**src/hw/rtl/gwf_pkg.sv**
```systemverilog
// Package with constants, codes and shared types of the glob wildcard filter.
package gwf_pkg;

   localparam int FILTER_COUNT = 3;
   localparam int PATTERN_MAX  = 32;
   localparam int POS_W        = $clog2(PATTERN_MAX);
   localparam int LEN_W        = 6;
   localparam int CHAR_W       = 8;

   localparam logic [CHAR_W-1:0] STAR_CHAR = 8'h2A;
   localparam logic [CHAR_W-1:0] ANY_CHAR  = 8'h3F;
   localparam logic [CHAR_W-1:0] NUL_CHAR  = 8'h00;

   typedef enum logic [1:0] {
      FUNC_WRITE = 2'd0,
      FUNC_NAME  = 2'd1,
      FUNC_END   = 2'd2
   } func_type;

   typedef enum logic [1:0] {
      CSR_ENABLE = 2'd0,
      CSR_LEN_A  = 2'd1,
      CSR_LEN_B  = 2'd2,
      CSR_LEN_C  = 2'd3
   } csr_index_type;

   typedef struct packed {
      logic start;
      logic name;
      logic fin;
      logic len_wr;
      logic byte_wr;
   } slot_ctrl_type;

   typedef struct packed {
      logic star;
      logic star_nxt;
      logic nz_nxt;
      logic src;
      logic adv;
      logic raw;
   } cell_out_type;

endpackage

```
**src/hw/rtl/gwf_cell.sv**
```systemverilog
// One pattern position: stored pattern byte, active flag and local match step.
module gwf_cell (
   input  logic                        clock,
   input  logic                        reset,
   input  gwf_pkg::slot_ctrl_type      ctrl,
   input  logic                        byte_wr,
   input  logic [gwf_pkg::CHAR_W-1:0]  char_value,
   input  logic                        start_bit,
   input  logic                        in_range,
   input  logic                        adv_prev,
   input  logic                        reach_prev,
   output gwf_pkg::cell_out_type       flags
);

   logic [gwf_pkg::CHAR_W-1:0] byte_ff;
   logic [gwf_pkg::CHAR_W-1:0] byte_in;
   logic                       act_ff;
   logic                       act_in;
   logic                       src;
   logic                       star;
   logic                       lit_hit;
   logic                       go;
   logic                       keep;
   logic                       adv;
   logic                       raw;

   always_comb begin
      byte_in = byte_wr ? char_value : byte_ff;
      src     = ctrl.start ? start_bit : act_ff;
      star    = (byte_ff == gwf_pkg::STAR_CHAR);
      lit_hit = (byte_ff == char_value) || (byte_ff == gwf_pkg::ANY_CHAR);
      go      = src & in_range;
      keep    = go & star;
      adv     = go & ~star & lit_hit;
      raw     = keep | adv_prev;
   end

   always_comb begin
      if (ctrl.fin) begin
         act_in = 1'b0;
      end else if (ctrl.name) begin
         act_in = raw | reach_prev;
      end else begin
         act_in = act_ff;
      end
   end

   always_comb begin
      flags.star     = star;
      flags.star_nxt = (byte_in == gwf_pkg::STAR_CHAR);
      flags.nz_nxt   = (byte_in != gwf_pkg::NUL_CHAR);
      flags.src      = src;
      flags.adv      = adv;
      flags.raw      = raw;
   end

   always_ff @(posedge clock) begin
      byte_ff <= byte_in;
   end

   always_ff @(posedge clock) begin
      if (reset) begin
         act_ff <= 1'b0;
      end else begin
         act_ff <= act_in;
      end
   end

endmodule

```
**src/hw/rtl/gwf_slot.sv**
```systemverilog
// One filter slot: a row of pattern cells, the end position, length and star closure.
module gwf_slot (
   input  logic                        clock,
   input  logic                        reset,
   input  gwf_pkg::slot_ctrl_type      ctrl,
   input  logic [gwf_pkg::POS_W-1:0]   pattern_position,
   input  logic [gwf_pkg::CHAR_W-1:0]  char_value,
   input  logic [gwf_pkg::LEN_W-1:0]   len_wdata,
   output logic                        hit
);

   localparam int PM = gwf_pkg::PATTERN_MAX;

   gwf_pkg::cell_out_type         cell_flags [PM];
   logic [PM-1:0]                 cell_wr;
   logic [PM-1:0]                 star_cur;
   logic [PM-1:0]                 star_nxt;
   logic [PM-1:0]                 nz_nxt;
   logic [PM-1:0]                 src_vec;
   logic [PM-1:0]                 adv_vec;
   logic [PM-1:0]                 raw_vec;
   logic [PM-1:0]                 len_mask_in;
   logic [PM-1:0]                 nz_run;
   logic [PM-1:0]                 star_run;
   logic [PM-1:0]                 range_ff;
   logic [PM-1:0]                 range_in;
   logic [PM:0]                   start_ff;
   logic [PM:0]                   start_in;
   logic [PM-1:0]                 prop;
   logic [PM-1:0]                 seed_sum;
   logic [PM-1:0]                 reach;
   logic [PM-1:0]                 end_vec;
   logic [gwf_pkg::LEN_W-1:0]     len_ff;
   logic [gwf_pkg::LEN_W-1:0]     len_in;
   logic                          end_ff;
   logic                          end_in;
   logic                          end_src;

   genvar gi;
   generate
      for (gi = 0; gi < PM; gi++) begin : g_cell
         logic adv_prev;
         logic reach_prev;
         if (gi == 0) begin : g_first
            assign adv_prev   = 1'b0;
            assign reach_prev = 1'b0;
         end else begin : g_rest
            assign adv_prev   = cell_flags[gi-1].adv;
            assign reach_prev = reach[gi-1];
         end
         assign cell_wr[gi] = ctrl.byte_wr && (pattern_position == gwf_pkg::POS_W'(gi));
         gwf_cell u_cell (
            .clock      (clock),
            .reset      (reset),
            .ctrl       (ctrl),
            .byte_wr    (cell_wr[gi]),
            .char_value (char_value),
            .start_bit  (start_ff[gi]),
            .in_range   (range_ff[gi]),
            .adv_prev   (adv_prev),
            .reach_prev (reach_prev),
            .flags      (cell_flags[gi])
         );
      end
   endgenerate

   always_comb begin
      for (int i = 0; i < PM; i++) begin
         star_cur[i]    = cell_flags[i].star;
         star_nxt[i]    = cell_flags[i].star_nxt;
         nz_nxt[i]      = cell_flags[i].nz_nxt;
         src_vec[i]     = cell_flags[i].src;
         adv_vec[i]     = cell_flags[i].adv;
         raw_vec[i]     = cell_flags[i].raw;
         len_mask_in[i] = (gwf_pkg::LEN_W'(i) < len_in);
      end
   end

   always_comb begin
      len_in   = ctrl.len_wr ? len_wdata : len_ff;
      nz_run   = nz_nxt & len_mask_in;
      range_in = nz_run & ~(nz_run + PM'(1));
      star_run = star_nxt & len_mask_in;
      start_in = {star_run & ~(star_run + PM'(1)), 1'b1};
   end

   // Star closure: a reached star extends through the following run of stars.
   always_comb begin
      prop     = star_cur & range_ff;
      seed_sum = (raw_vec & prop) + prop;
      reach    = prop & (raw_vec | ~seed_sum);
   end

   always_comb begin
      if (ctrl.fin) begin
         end_in = 1'b0;
      end else if (ctrl.name) begin
         end_in = adv_vec[PM-1] | reach[PM-1];
      end else begin
         end_in = end_ff;
      end
   end

   always_comb begin
      end_vec = range_ff ^ {range_ff[PM-2:0], 1'b1};
      end_src = ctrl.start ? start_ff[PM] : end_ff;
      hit     = (|(src_vec & end_vec)) | (end_src & range_ff[PM-1]);
   end

   always_ff @(posedge clock) begin
      if (reset) begin
         len_ff   <= '0;
         range_ff <= '0;
         start_ff <= (PM+1)'(1);
         end_ff   <= 1'b0;
      end else begin
         len_ff   <= len_in;
         range_ff <= range_in;
         start_ff <= start_in;
         end_ff   <= end_in;
      end
   end

endmodule

```
**src/hw/rtl/glob_wildcard_filter.sv**
```systemverilog
// The result is registered and valid in the cycle after the end-of-name transfer is taken.
// Throughput: one item per cycle while req_stall is low; each byte passes through the
// per-cell compare and one 32-bit star-closure add per slot combinationally.
// Reset (synchronous, active high) clears active positions, lengths, enables
// and the result valid flag, and marks a name start; the pattern bytes keep
// their contents and are defined only after they are written.
module glob_wildcard_filter (
   input  logic                                clock,
   input  logic                                reset,
   input  logic                                req_valid,
   output logic                                req_stall,
   input  logic [1:0]                          req_func,
   input  logic [1:0]                          req_filter_slot,
   input  logic [gwf_pkg::POS_W-1:0]           req_pattern_position,
   input  logic [gwf_pkg::CHAR_W-1:0]          req_char_value,
   output logic                                rsp_valid,
   input  logic                                rsp_stall,
   output logic [gwf_pkg::FILTER_COUNT-1:0]    rsp_filter_hits,
   output logic                                rsp_any_hit,
   output logic                                rsp_accepted,
   input  logic                                csr_write,
   input  logic [1:0]                          csr_index,
   input  logic [gwf_pkg::LEN_W-1:0]           csr_wdata
);

   localparam int FC = gwf_pkg::FILTER_COUNT;

   gwf_pkg::func_type        func;
   gwf_pkg::slot_ctrl_type   slot_ctrl [FC];
   logic [FC-1:0]            slot_hit;
   logic [FC-1:0]            len_wr;
   logic [FC-1:0]            enable_ff;
   logic [FC-1:0]            enable_in;
   logic [FC-1:0]            hits;
   logic                     accept;
   logic                     take_write;
   logic                     take_name;
   logic                     take_end;
   logic                     start_ff;
   logic                     start_in;
   logic                     rsp_valid_ff;
   logic                     rsp_valid_in;
   logic [FC-1:0]            hits_ff;
   logic                     any_ff;
   logic                     acc_ff;

   assign req_stall = rsp_valid_ff & rsp_stall;

   always_comb begin
      func       = gwf_pkg::func_type'(req_func);
      accept     = req_valid & ~req_stall;
      take_write = 1'b0;
      take_name  = 1'b0;
      take_end   = 1'b0;
      case (func)
         gwf_pkg::FUNC_WRITE: take_write = accept;
         gwf_pkg::FUNC_NAME:  take_name  = accept;
         gwf_pkg::FUNC_END:   take_end   = accept;
         default: ;
      endcase
   end

   always_comb begin
      len_wr    = '0;
      enable_in = enable_ff;
      case (gwf_pkg::csr_index_type'(csr_index))
         gwf_pkg::CSR_ENABLE: begin
            if (csr_write) enable_in = csr_wdata[FC-1:0];
         end
         gwf_pkg::CSR_LEN_A: len_wr[0] = csr_write;
         gwf_pkg::CSR_LEN_B: len_wr[1] = csr_write;
         gwf_pkg::CSR_LEN_C: len_wr[2] = csr_write;
         default: ;
      endcase
   end

   genvar gs;
   generate
      for (gs = 0; gs < FC; gs++) begin : g_slot
         always_comb begin
            slot_ctrl[gs].start   = start_ff;
            slot_ctrl[gs].name    = take_name;
            slot_ctrl[gs].fin     = take_end;
            slot_ctrl[gs].len_wr  = len_wr[gs];
            slot_ctrl[gs].byte_wr = take_write && (req_filter_slot == 2'(gs));
         end
         gwf_slot u_slot (
            .clock            (clock),
            .reset            (reset),
            .ctrl             (slot_ctrl[gs]),
            .pattern_position (req_pattern_position),
            .char_value       (req_char_value),
            .len_wdata        (csr_wdata),
            .hit              (slot_hit[gs])
         );
      end
   endgenerate

   always_comb begin
      hits = enable_ff & slot_hit;
      if (take_end) begin
         start_in = 1'b1;
      end else if (take_name) begin
         start_in = 1'b0;
      end else begin
         start_in = start_ff;
      end
      if (take_end) begin
         rsp_valid_in = 1'b1;
      end else if (!rsp_stall) begin
         rsp_valid_in = 1'b0;
      end else begin
         rsp_valid_in = rsp_valid_ff;
      end
   end

   always_ff @(posedge clock) begin
      if (reset) begin
         start_ff     <= 1'b1;
         enable_ff    <= '0;
         rsp_valid_ff <= 1'b0;
      end else begin
         start_ff     <= start_in;
         enable_ff    <= enable_in;
         rsp_valid_ff <= rsp_valid_in;
      end
   end

   always_ff @(posedge clock) begin
      if (take_end) begin
         hits_ff <= hits;
         any_ff  <= |hits;
         acc_ff  <= (|hits) | (enable_ff == '0);
      end
   end

   assign rsp_valid       = rsp_valid_ff;
   assign rsp_filter_hits = hits_ff;
   assign rsp_any_hit     = any_ff;
   assign rsp_accepted    = acc_ff;

endmodule

```
**config.mk**
```make
export PLATFORM = sky130hd
export DESIGN_NAME = glob_wildcard_filter
export DESIGN_NICKNAME = d
export VERILOG_FILES = /design/src/hw/rtl/gwf_pkg.sv /design/src/hw/rtl/gwf_cell.sv /design/src/hw/rtl/gwf_slot.sv /design/src/hw/rtl/glob_wildcard_filter.sv
export SDC_FILE = /design/constraint.sdc
export NUM_CORES = 2
export LEC_CHECK = 0
export BUFFER_PORTS_ARGS = -buffer_cell sky130_fd_sc_hd__buf_2
export CORE_ASPECT_RATIO = 1.25
export CORE_UTILIZATION = 50
export DETAILED_ROUTE_END_ITERATION = 8
export MAX_ROUTING_LAYER = met4
export PLACE_DENSITY_LB_ADDON = 0.15
export SYNTH_ARGS = -nofsm -noshare
export SYNTH_HDL_FRONTEND = slang
export SYNTH_HIERARCHICAL = 1
export SYNTH_SLANG_ARGS = --single-unit
```
**constraint.sdc**
```tcl
create_clock -name clock -period 27.5 [get_ports clock]
set_input_delay 5.5 -clock clock [delete_from_list [all_inputs] [get_ports clock]]
set_output_delay 5.5 -clock clock [all_outputs]
set_load 0.005 [all_outputs]
```
==> metrics <==
xor/xnor share of the synthesized area=0.1034; Area after DPL=66700 um^2; crit-path leading delay family=buffers and inverters; Synth Area in Simple Gates=0.2247; number of hold buffers added after cts=0; largest net degree at the start of global routing=109; CP max FO=2; starting DRC count in detailed routing=3661; HPWL Detailed=142.3 mm; Routed WL=between 150 and 200 mm; final period utilization=0.4139; P per Cell Area=roughly 52 nW/um^2; Final Cell Area=between 70000 and 80000 um^2; Vias per Instance=~6.0; Synth top cells by count=dfxtp_1 (1082), nor2_1 (799), xnor2_1 (768), nand2_1 (582); capturing element type of the critical path=output port; share of cells above drive strength 1=0.1753; number of fill cells=12550; CP Data Arrival Time=5880 ps; most common cell in the netlist=dfxtp_1; Synth Area in Compound Gates=0.1149; Distinct cells, synth=between 100 and 150; largest family of logic cells by synthesized area=simple AND/OR/NAND/NOR gates; Hold Vio Cnt, Final=0; Post-Synth Adder-Cell Area=0.0005541; Starting Density=0.5055; DRC viols=0; post-route ant nets=0; CTS clk-pin slew, worst paths=60 ps; global route overflow=0; die area=around 140000 um^2; Synth area leader=dfxtp_1; Tmin final=~11000 ps; CTS H-tree depth=3; total vias in the final route=54190; critical-path cell list=buf_2 > nand2_1 > inv_1 > buf_2; Post-Syn Area=between 60000 and 70000 um^2; max_slew headroom=0.1113; drt wl/cell=22.22 um; Nets=7196; I/O Buffers=36; Clock Skew=38.89 ps; RePlAce Congestion=~0.98; footprint of the multi-input gates=40460 um^2; Worst Hold Class=flip-flop to flip-flop; number of cell rows=150; CTS tree=done; Synth Flop Type=dfxtp_1; Largest stage delay, worst path=between 100 and 150 ps; Post-CTS Setup Inserts=0; core area=134000 um^2; Slew Limit Fails=0; Pleak=approximately 0.026 uW; TritonCTS Sinks=around 1100; share of the synthesized area in the top cell type=0.3198; top post-synthesis cells by area=dfxtp_1 (32%), xnor2_1 (9.9%), mux2_2 (6.4%), mux2i_1 (4.5%), nor2_1 (4.4%); First-pass DRT Iterations=9; P&R area growth vs syn=4.279%; worst path bufs/invs=3; status=completed; Register Area=21810 um^2; initial antenna violation count=5; f_max=between 80 and 90 MHz; Yosys Warn Count=6; Critical Path RT=22000 ps; Post-synth ARST share=0; Worst Setup Start Kind=input pin; post-CTS sizing=0; post-synthesis mux area share=0.1530; Critical Path Slowest Stage Cell=buf_2; vias in the first global route=53680; Synth Instances=between 7000 and 8000; global-route wire length before repair=308.5 mm; max_cap viols=0; post-route setup TNS=0 ps; Total GRT Usage=0.2923; CTS root buffer=clkbuf_16; worst-margin pin slew=1323 ps; total CTS buffers=117; VDD IR max=0.00005725 V; Post-synth EDFFs=5; Avg Cell Area, Syn=9.089 um^2; Max Buffers Root-to-Sink=3; most used cell, CP=buf_2; Boundary Pins=37; Die Height=413.5 um; final setup vio count=0; sequential share of the synthesized area=0.3220; unrepaired setup endpoints after global routing=false; die width=~330 um; clock latency at the later pin of the worst-skew pair=770 ps; WS Path Type=input pin to output port; post-synthesis register bit count=about 1100
-- placed cells by master (no fill, tap or decap), drive strengths merged, types with 40 or more instances in the layout --
master and n:
o21ai 160, nor2 799, xnor2 768, a31o 112, a21oi 202, nand4 244, a2111oi 118, o31ai 100
mux2 579, or4 118, nor4 143, dfxtp 1082, a31oi 93, mux2i 310, and3 153, nand2b 78
inv 347, and4bb 96, clkbuf 168, and2 40, nand2 583, buf 118, nor3 289, nand3 81
-- path summary, 6_finish.rpt --
| path | endpoint | start | cells after the start | slack (ps) |
|---|---|---|---|---|
| max | req_stall | rsp_stall | 4 | 16120 |
| min | rsp_valid | rsp_valid | 2 | 500 |
| max reg2reg | g_slot[1].u_slot/start_ff[30] | rsp_valid | 16 | 20910 |
| min reg2reg | rsp_valid | rsp_valid | 2 | 500 |
-- cell families (layout without fill, tap and decap cells) --
group,Yosys count,in the layout
other,6,12
AOI/OAI and AO/OA,1005,1005
buffers and inverters,875,669
muxes,889,889
adders and majority gates,3,3
DFF,1087,1087
xor gates and xnor gates,800,800
and+or+nand+nor,2788,2788
-- final cells by class --
| class | count | share of cell area |
|---|---|---|
| clock inverters | 38 | 0.007156 |
| flip-flops and latches | 1087 | 0.3088 |
| clock buffers | 168 | 0.04860 |
| well taps | 1748 | 0.03096 |
| multi-input cells | 5494 | 0.5728 |
| inverters | 345 | 0.01833 |
| repair buffers | 118 | 0.01325 |
| diodes | 3 | 0.0001063 |
-- tightest hold or removal path: cells and delay by family (launching register included) --
kind / cells / cell delay (ps)
AND/OR/NAND/NOR: 1 / 80
AO/OA/AOI/OAI: 1 / 60
flip-flops: 1 / 320
-- registers in the layout (all words and copies together), names as in the netlist --
name and flops:
enable_ff 3, g_slot.u_slot/end_ff 3, g_slot.u_slot/g_cell.u_cell/act_ff 96, g_slot.u_slot/g_cell.u_cell/byte_ff 768, g_slot.u_slot/len_ff 18, g_slot.u_slot/range_ff 96, g_slot.u_slot/start_ff 96, rsp_accepted 1
rsp_any_hit 1, rsp_filter_hits 3, rsp_valid 1, start_ff 1
-- metal layers --
metal | up-vias | global-route usage | wire length [um]
li1 | 25920 | - | -
met2 | 1377 | 0.5028 | 97250
met5 | - | - | 0
met1 | 26450 | 0.3416 | 84540
met3 | 439 | 0.03230 | 9110
met4 | 0 | 0.1367 | 9074
-- through the flow --
stage          utilization  hold slack (ps)  std cells  worst slack [ps]  total power (uW)
2_1_floorplan            -            474.5       7456              4252              1923
3_5_place_dp        0.4977            490.5       8792             15840              2067
3_3_place_gp        0.4977            493.0       8792             15940              2062
5_1_grt             0.5271            540.3       9000             16060              3804
4_1_cts             0.5271            501.0       8998             16110              3709
6_report            0.5272            503.4       9001             16120              3681
-- where the power goes --
part	switching (uW)	internal (uW)	total (uW)
Clock	682	962	1640
Sequential	41.4	1620	1660
Combinational	232	148	380
Total	956	2730	3680
Power figures use the tool's default switching activity.
